**src/hdl/sfts_pkg.sv**
```systemverilog
package sfts_pkg;

	// Flash geometry and DMA limits
	localparam int FLASH_BYTES   = 8388608;
	localparam int PAGE_BYTES    = 256;	// must be a power of two
	localparam int DMA_MAX_BYTES = 65535;

	localparam int PAGE_BITS = $clog2(PAGE_BYTES);

	// a whole page, one bit wider than the in-page offset
	localparam logic [PAGE_BITS:0] PAGE_SPAN = PAGE_BYTES[PAGE_BITS:0];

	// SPI NOR command opcodes
	localparam logic [7:0] CMD_FAST_READ    = 8'h0B;
	localparam logic [7:0] CMD_PAGE_PROGRAM = 8'h02;
	localparam logic [7:0] CMD_WRITE_ENABLE = 8'h06;
	localparam logic [7:0] CMD_READ_STATUS  = 8'h05;

	// Request function codes
	localparam logic [1:0] FUNC_READ  = 2'd0;
	localparam logic [1:0] FUNC_WRITE = 2'd1;
	localparam logic [1:0] FUNC_TICK  = 2'd2;

	// Status codes
	localparam logic [1:0] STATUS_IDLE  = 2'd0;
	localparam logic [1:0] STATUS_BUSY  = 2'd1;
	localparam logic [1:0] STATUS_DONE  = 2'd2;
	localparam logic [1:0] STATUS_ERROR = 2'd3;

	// Action codes
	localparam logic [2:0] ACT_NONE       = 3'd0;
	localparam logic [2:0] ACT_READ_OPEN  = 3'd1;
	localparam logic [2:0] ACT_READ_NEXT  = 3'd2;
	localparam logic [2:0] ACT_READ_STOP  = 3'd3;
	localparam logic [2:0] ACT_PAGE_PROG  = 3'd4;
	localparam logic [2:0] ACT_PAGE_STOP  = 3'd5;
	localparam logic [2:0] ACT_WREN_ONLY  = 3'd6;

	typedef enum logic [2:0] {
		ST_IDLE     = 3'd0,
		ST_READ_DMA = 3'd1,
		ST_WR_READY = 3'd2,
		ST_WR_DMA   = 3'd3,
		ST_WR_BUSY  = 3'd4,
		ST_DONE     = 3'd5,
		ST_ERROR    = 3'd6
	} stage_t;

	typedef struct packed {
		logic [1:0]  func;
		logic [23:0] start_addr;
		logic [23:0] word_count;
		logic        flash_busy;
		logic        write_enabled;
		logic        dma_done;
		logic        spi_busy;
	} req_t;

	typedef struct packed {
		logic [1:0]  status;
		logic [2:0]  action;
		logic [23:0] flash_addr;
		logic [23:0] buffer_offset;
		logic [15:0] chunk_len;
	} rsp_t;

	typedef struct packed {
		stage_t      stage;
		logic [23:0] cur_addr;
		logic [24:0] bytes_left;
		logic [15:0] cur_chunk;
		logic [24:0] offset_done;
	} xfer_state_t;

endpackage

```
**src/hdl/spi_flash_transfer_sequencer_core.sv**
```systemverilog
// SPI NOR transfer sequencer: one request in, one result out.
// A request taken into the input register is evaluated against the transfer state and
// lands in the result register once that register is free or draining, and is offered
// from there; while the result register is full the request waits in the input register.
// Throughput: one request per cycle while results are taken; set by the single
// input-to-result register pass. Reset clears the transfer state to idle, no results.
module spi_flash_transfer_sequencer_core (
	input  logic             clk,
	input  logic             arst_n,
	input  logic             in_valid,
	output logic             in_ready,
	input  sfts_pkg::req_t   in_item,
	output logic             out_valid,
	input  logic             out_ready,
	output sfts_pkg::rsp_t   out_item
);

	logic                  valid_s1;
	sfts_pkg::req_t        req_s1;
	sfts_pkg::xfer_state_t state_q;
	sfts_pkg::xfer_state_t state_nxt;
	sfts_pkg::rsp_t        rsp_nxt;
	sfts_pkg::rsp_t        rsp_q;
	logic                  rsp_valid_q;
	logic                  commit;

	sfts_step u_step (
		.req (req_s1),
		.cur (state_q),
		.nxt (state_nxt),
		.rsp (rsp_nxt)
	);

	// The held request retires whenever the result register is free or draining
	assign commit   = valid_s1 && (!rsp_valid_q || out_ready);
	assign in_ready = !valid_s1 || commit;

	always_ff @(posedge clk or negedge arst_n) begin
		if (!arst_n) begin
			valid_s1    <= 1'b0;
			rsp_valid_q <= 1'b0;
			state_q     <= '{stage: sfts_pkg::ST_IDLE, default: '0};
		end else begin
			if (in_ready) begin
				valid_s1 <= in_valid;
			end
			if (commit) begin
				state_q     <= state_nxt;
				rsp_valid_q <= 1'b1;
			end else if (out_ready) begin
				rsp_valid_q <= 1'b0;
			end
		end
	end

	always_ff @(posedge clk) begin
		if (in_ready && in_valid) begin
			req_s1 <= in_item;
		end
		if (commit) begin
			rsp_q <= rsp_nxt;
		end
	end

	assign out_valid = rsp_valid_q;
	assign out_item  = rsp_q;

endmodule

```
**src/hdl/sfts_step.sv**
```systemverilog
module sfts_step (
	input  sfts_pkg::req_t        req,
	input  sfts_pkg::xfer_state_t cur,
	output sfts_pkg::xfer_state_t nxt,
	output sfts_pkg::rsp_t        rsp
);

	logic [25:0]              blen;
	logic [25:0]              addr_w;
	logic [25:0]              last_byte;
	logic                     in_flight;
	logic                     bad_range;
	logic [23:0]              adv_addr;
	logic [24:0]              adv_off;
	logic [24:0]              adv_left;
	logic [15:0]              dma_chunk;
	logic [sfts_pkg::PAGE_BITS:0] page_room;
	logic [15:0]              page_chunk;
	logic [2:0]               act;
	logic [23:0]              r_addr;
	logic [23:0]              r_off;
	logic [15:0]              r_len;

	assign blen      = {1'b0, req.word_count, 1'b0};
	assign addr_w    = {2'b00, req.start_addr};
	assign last_byte = 26'(sfts_pkg::FLASH_BYTES - 1);
	assign in_flight = (cur.stage != sfts_pkg::ST_IDLE) && (cur.stage != sfts_pkg::ST_DONE)
		&& (cur.stage != sfts_pkg::ST_ERROR);
	assign bad_range = (blen > 26'(sfts_pkg::FLASH_BYTES)) || (addr_w > last_byte)
		|| ((blen - 26'd1) > (last_byte - addr_w));

	// Move past the chunk just finished
	assign adv_addr = cur.cur_addr + {8'd0, cur.cur_chunk};
	assign adv_off  = cur.offset_done + {9'd0, cur.cur_chunk};
	assign adv_left = (cur.bytes_left >= {9'd0, cur.cur_chunk})
		? (cur.bytes_left - {9'd0, cur.cur_chunk}) : 25'd0;
	assign dma_chunk = (adv_left >= 25'(sfts_pkg::DMA_MAX_BYTES))
		? 16'(sfts_pkg::DMA_MAX_BYTES) : adv_left[15:0];

	// Bytes up to the next page boundary
	assign page_room = sfts_pkg::PAGE_SPAN
		- {1'b0, cur.cur_addr[sfts_pkg::PAGE_BITS-1:0]};
	assign page_chunk = (cur.bytes_left < 25'(page_room))
		? cur.bytes_left[15:0] : 16'(page_room);

	always_comb begin
		nxt    = cur;
		act    = sfts_pkg::ACT_NONE;
		r_addr = '0;
		r_off  = '0;
		r_len  = '0;
		case (req.func)
			sfts_pkg::FUNC_READ, sfts_pkg::FUNC_WRITE: begin
				if (in_flight) begin
					nxt.stage = sfts_pkg::ST_ERROR;
				end else if (req.word_count == 24'd0) begin
					nxt.stage = sfts_pkg::ST_DONE;
				end else if (bad_range || req.spi_busy) begin
					nxt.stage = sfts_pkg::ST_ERROR;
				end else begin
					nxt.cur_addr    = req.start_addr;
					nxt.bytes_left  = blen[24:0];
					nxt.offset_done = '0;
					if (req.func == sfts_pkg::FUNC_READ) begin
						nxt.cur_chunk = (blen >= 26'(sfts_pkg::DMA_MAX_BYTES))
							? 16'(sfts_pkg::DMA_MAX_BYTES) : blen[15:0];
						nxt.stage = sfts_pkg::ST_READ_DMA;
						act    = sfts_pkg::ACT_READ_OPEN;
						r_addr = req.start_addr;
						r_len  = nxt.cur_chunk;
					end else begin
						nxt.cur_chunk = '0;
						nxt.stage     = sfts_pkg::ST_WR_READY;
					end
				end
			end
			sfts_pkg::FUNC_TICK: begin
				case (cur.stage)
					sfts_pkg::ST_READ_DMA: begin
						if (req.dma_done && !req.spi_busy) begin
							nxt.cur_addr    = adv_addr;
							nxt.offset_done = adv_off;
							nxt.bytes_left  = adv_left;
							if (adv_left == 25'd0) begin
								nxt.stage = sfts_pkg::ST_DONE;
								act    = sfts_pkg::ACT_READ_STOP;
								r_addr = cur.cur_addr;
								r_off  = cur.offset_done[23:0];
								r_len  = cur.cur_chunk;
							end else begin
								nxt.cur_chunk = dma_chunk;
								act    = sfts_pkg::ACT_READ_NEXT;
								r_addr = adv_addr;
								r_off  = adv_off[23:0];
								r_len  = dma_chunk;
							end
						end
					end
					sfts_pkg::ST_WR_READY: begin
						if (!req.flash_busy) begin
							nxt.cur_chunk = page_chunk;
							if (page_chunk == 16'd0) begin
								nxt.stage = sfts_pkg::ST_ERROR;
							end else begin
								r_addr = cur.cur_addr;
								r_off  = cur.offset_done[23:0];
								r_len  = page_chunk;
								if (!req.write_enabled) begin
									// WEL never latched: give up on the transfer
									nxt.stage = sfts_pkg::ST_ERROR;
									act       = sfts_pkg::ACT_WREN_ONLY;
								end else begin
									nxt.stage = sfts_pkg::ST_WR_DMA;
									act       = sfts_pkg::ACT_PAGE_PROG;
								end
							end
						end
					end
					sfts_pkg::ST_WR_DMA: begin
						if (req.dma_done && !req.spi_busy) begin
							nxt.stage = sfts_pkg::ST_WR_BUSY;
							act    = sfts_pkg::ACT_PAGE_STOP;
							r_addr = cur.cur_addr;
							r_off  = cur.offset_done[23:0];
							r_len  = cur.cur_chunk;
						end
					end
					sfts_pkg::ST_WR_BUSY: begin
						if (!req.flash_busy) begin
							nxt.cur_addr    = adv_addr;
							nxt.offset_done = adv_off;
							nxt.bytes_left  = adv_left;
							nxt.stage = (adv_left == 25'd0) ? sfts_pkg::ST_DONE
								: sfts_pkg::ST_WR_READY;
						end
					end
					default: begin
					end
				endcase
			end
			default: begin
			end
		endcase
	end

	always_comb begin
		case (nxt.stage)
			sfts_pkg::ST_IDLE:  rsp.status = sfts_pkg::STATUS_IDLE;
			sfts_pkg::ST_DONE:  rsp.status = sfts_pkg::STATUS_DONE;
			sfts_pkg::ST_ERROR: rsp.status = sfts_pkg::STATUS_ERROR;
			default:            rsp.status = sfts_pkg::STATUS_BUSY;
		endcase
		rsp.action        = act;
		rsp.flash_addr    = r_addr;
		rsp.buffer_offset = r_off;
		rsp.chunk_len     = r_len;
	end

endmodule

```
**config.mk**
```make
export PLATFORM = sky130hd
export DESIGN_NAME = spi_flash_transfer_sequencer_core
export DESIGN_NICKNAME = d
export VERILOG_FILES = /design/src/hdl/sfts_pkg.sv /design/src/hdl/spi_flash_transfer_sequencer_core.sv /design/src/hdl/sfts_step.sv
export SDC_FILE = /design/constraint.sdc
export NUM_CORES = 1
export LEC_CHECK = 0
export BUFFER_PORTS_ARGS = -buffer_cell sky130_fd_sc_hd__buf_2
export CORE_UTILIZATION = 55
export CTS_BUF_LIST = sky130_fd_sc_hd__clkbuf_4 sky130_fd_sc_hd__clkbuf_8 sky130_fd_sc_hd__clkbuf_16
export CTS_CLUSTER_DIAMETER = 80
export DETAILED_ROUTE_END_ITERATION = 8
export PLACE_DENSITY_LB_ADDON = 0.05
export RECOVER_POWER = 50
export SYNTH_ARGS = -nofsm -noshare
export SYNTH_HDL_FRONTEND = slang
export SYNTH_SLANG_ARGS = --single-unit
```
**constraint.sdc**
```tcl
create_clock -name clk -period 6.3 [get_ports clk]
set_input_delay 0.63 -clock clk [delete_from_list [all_inputs] [get_ports clk]]
set_output_delay 0.63 -clock clk [all_outputs]
set_load 0.03 [all_outputs]
```
==> metrics.txt <==
run status finished with violations; failing checks capacitance limit, slew limit; I/O pins 129; post-CTS sizing 0; port buffer count 128; P&R area growth vs syn 11.5%; Final WS setup 879 ps; n_diodes 0; Die Height 164 um; vias in the first global route 11900; All-Layer GR Usage 0.350; worst IR drop on VDD 406 uV; Finish-stage setup viols 0; post-DP HPWL 34800 um; kind of start point of the critical path register; Slew Limit Headroom -1.52; first-pass GRT wire length 70800 um; # rows 58; Fmax achieved 184 MHz; drt total wl 47000 um; mapped cell area 14400 um^2; Hold WC Path Type input pin to register; leading cell types in the layout, fill and taps excluded nand2_1, edfxtp_1, o21ai_0; CTS clk-pin slew, worst paths 60 ps; Synth Flop Type edfxtp_1; CTS Root Cell clkbuf_16; #FFs+latches synth 217; grt ovf 0; cts hold-fix bufs 0; initial drt markers 1265; FILL cells 2129; register area share after synthesis 0.419; Via density 6.63; total die area 26900 um^2; Slew Viols, Final 152; leading post-synthesis cells by cell area edfxtp_1, dfrtp_1, ha_1, o21ai_0, nand2_1; multi-input logic area 7880 um^2; Inserted Clock Buffers 24; register area 6050 um^2; placed cell areas 15400 um^2; Cell variety after synth 85; hold violation count in the final report 0; worst slack, placed 919 ps; Hold Startpoint in_item[52]; crit path DAT 5830 ps; Setup Buffers After CTS 0; DRC 0; Die W 164 um; Syn Area/Cell 9.36 um^2; Crit Path Max Fanout 19; largest net degree at the start of global routing 112; via count 13200; finished layout cell area 16100 um^2; CP endpoint kind register; H-tree Lvls 1; setup repair after global routing missed its margin no; worst setup path class register to register; Max Root-Sink Buffers 3; Worst EP required 6710 ps; max-cap check violation count 3; Nets 1783; clock skew 13.5 ps; highest cell delay on the worst timing path 730 ps; core footprint 25500 um^2; Post-Syn Instances 1543; initial core utilization 0.567; clock latency on the worst-skew pair 530 ps; async set-reset flop share out of synthesis 0.433; area leader, netlist edfxtp_1; crit path from req_s1[13]$_DFFE_PP_; most common cell after layout, fill and taps aside nand2_1; cells along the critical path or4_1 > or3_4 > or2_2 > nor2_1 > xor2_1 > ha_1 > nand4_1 > inv_1 > a2111oi_0 > o211ai_1 > nand2_1 > nand2_2 > o31a_1 > or2_0 > o21ai_0; initial antenna violation count 0; Sink Count 217; crit path time final 5420 ps; FF-to-FF Start req_s1[13]$_DFFE_PP_; Synth Warn # 0; slew of the pin with the lowest slew margin 3780 ps; EDFF count, synth 123; Leakage 6.82 nW; DRT Pass-1 Iters 7; CTS tree built; syn_nets 1687; Final period util 0.860; CP max-delay cell a2111oi_0; setup TNS 0 ps; final RePlAce weighted congestion 1.09; share of the synthesized area in the top cell type 0.256; Post-DRT Antenna Nets 0; WL per Instance 23.7 um; power density cells 440 nW/um^2; ratio of cells with drive above 1 in the final layout 0.0990
## worst max-delay path, delay by kind of cell, from the launching register on
kind	cells	cell delay (ps)
AND/OR/NAND/NOR	8	2450
AO/OA/AOI/OAI	4	1780
flip-flops	1	530
adder cells (fa/ha/maj)	1	270
XOR/XNOR	1	210
buffers and inverters	1	60
## cell usage after synthesis (10+ instances only)
library cell  number
a221o_1           14
nand3_1           29
o221ai_1          22
xor2_1            28
a21oi_1           89
nand2_1          148
nand2b_1          18
o22ai_1           25
nand4_1           18
a31oi_1           13
a22o_1            22
edfxtp_1         123
dfrtp_1           94
a22oi_1           26
a211oi_1          13
o31ai_1           31
o21a_1            13
ha_1              83
and3_1            14
nor2_1           112
or2_2             10
buf_2             10
or3_1             18
inv_1             58
a21o_1            49
xnor2_1           35
nor4_1            14
and2_1            10
o2bb2ai_1         12
nor3_1            54
mux2i_1           13
o211ai_1          14
clkbuf_1          63
o21ai_0          118
## stage by stage
stage / instances / total power, mW / hold WS (ps) / utilization
2_1_floorplan: 1543 / 4.32 / 334 / -
3_3_place_gp: 1943 / 5.47 / 475 / 0.603
3_5_place_dp: 1943 / 5.48 / 493 / 0.603
4_1_cts: 1987 / 6.94 / 57.8 / 0.635
5_1_grt: 1987 / 7.42 / 265 / 0.632
6_report: 1987 / 7.08 / 273 / 0.632
## logic make-up after synthesis
| family | count (synthesis) | share of synthesized area |
|---|---|---|
| compound gates | 527 | 0.249 |
| fa+ha+maj | 86 | 0.0761 |
| simple gates | 494 | 0.167 |
| buf+inv | 139 | 0.0384 |
| mux | 17 | 0.0121 |
| xor+xnor | 63 | 0.0382 |
| flops | 217 | 0.419 |
## final cells by class
class / count / share of cell area
multi-input combinational: 1187 / 0.489
sequential: 217 / 0.376
timing repair buffer: 151 / 0.0457
clock buffer: 27 / 0.0398
tap: 330 / 0.0256
inverter: 58 / 0.0135
clock inverter: 17 / 0.0106
## final timing paths
| path | end | slack [ps] | cells after the start |
|---|---|---|---|
| max in group asynchronous | state_q[57]$_DFFE_PN0P_ | 1240 | 2 |
| min in group asynchronous | state_q[32]$_DFFE_PN0P_ | 640 | 1 |
| worst min register to register | out_valid$_DFFE_PN0P_ | 500 | 1 |
| worst max-delay path | state_q[32]$_DFFE_PN0P_ | 880 | 15 |
| worst max register to register | state_q[32]$_DFFE_PN0P_ | 880 | 15 |
| worst min-delay path | req_s1[52]$_DFFE_PP_ | 270 | 1 |
## layer usage
metal	routed length, um	share of wire	up-vias	track usage
li1	-	-	6071	-
met1	20300	0.43	6269	0.491
met3	4820	0.10	113	0.0864
met5	0	0	-	0
met2	20400	0.43	714	0.534
met4	1520	0.032	0	0.105
## state kept, by name (all words and copies together), names as in the netlist
| register | flops |
|---|---|
| out_item | 69 |
| valid_s1 | 1 |
| state_q | 92 |
| req_s1 | 54 |
| out_valid | 1 |
## where the power goes
group	internal [mW]	switching, mW
Sequential	1.72	0.402
Clock	0.857	0.595
Combinational	1.19	2.32
(Power assumes the default switching activity.)
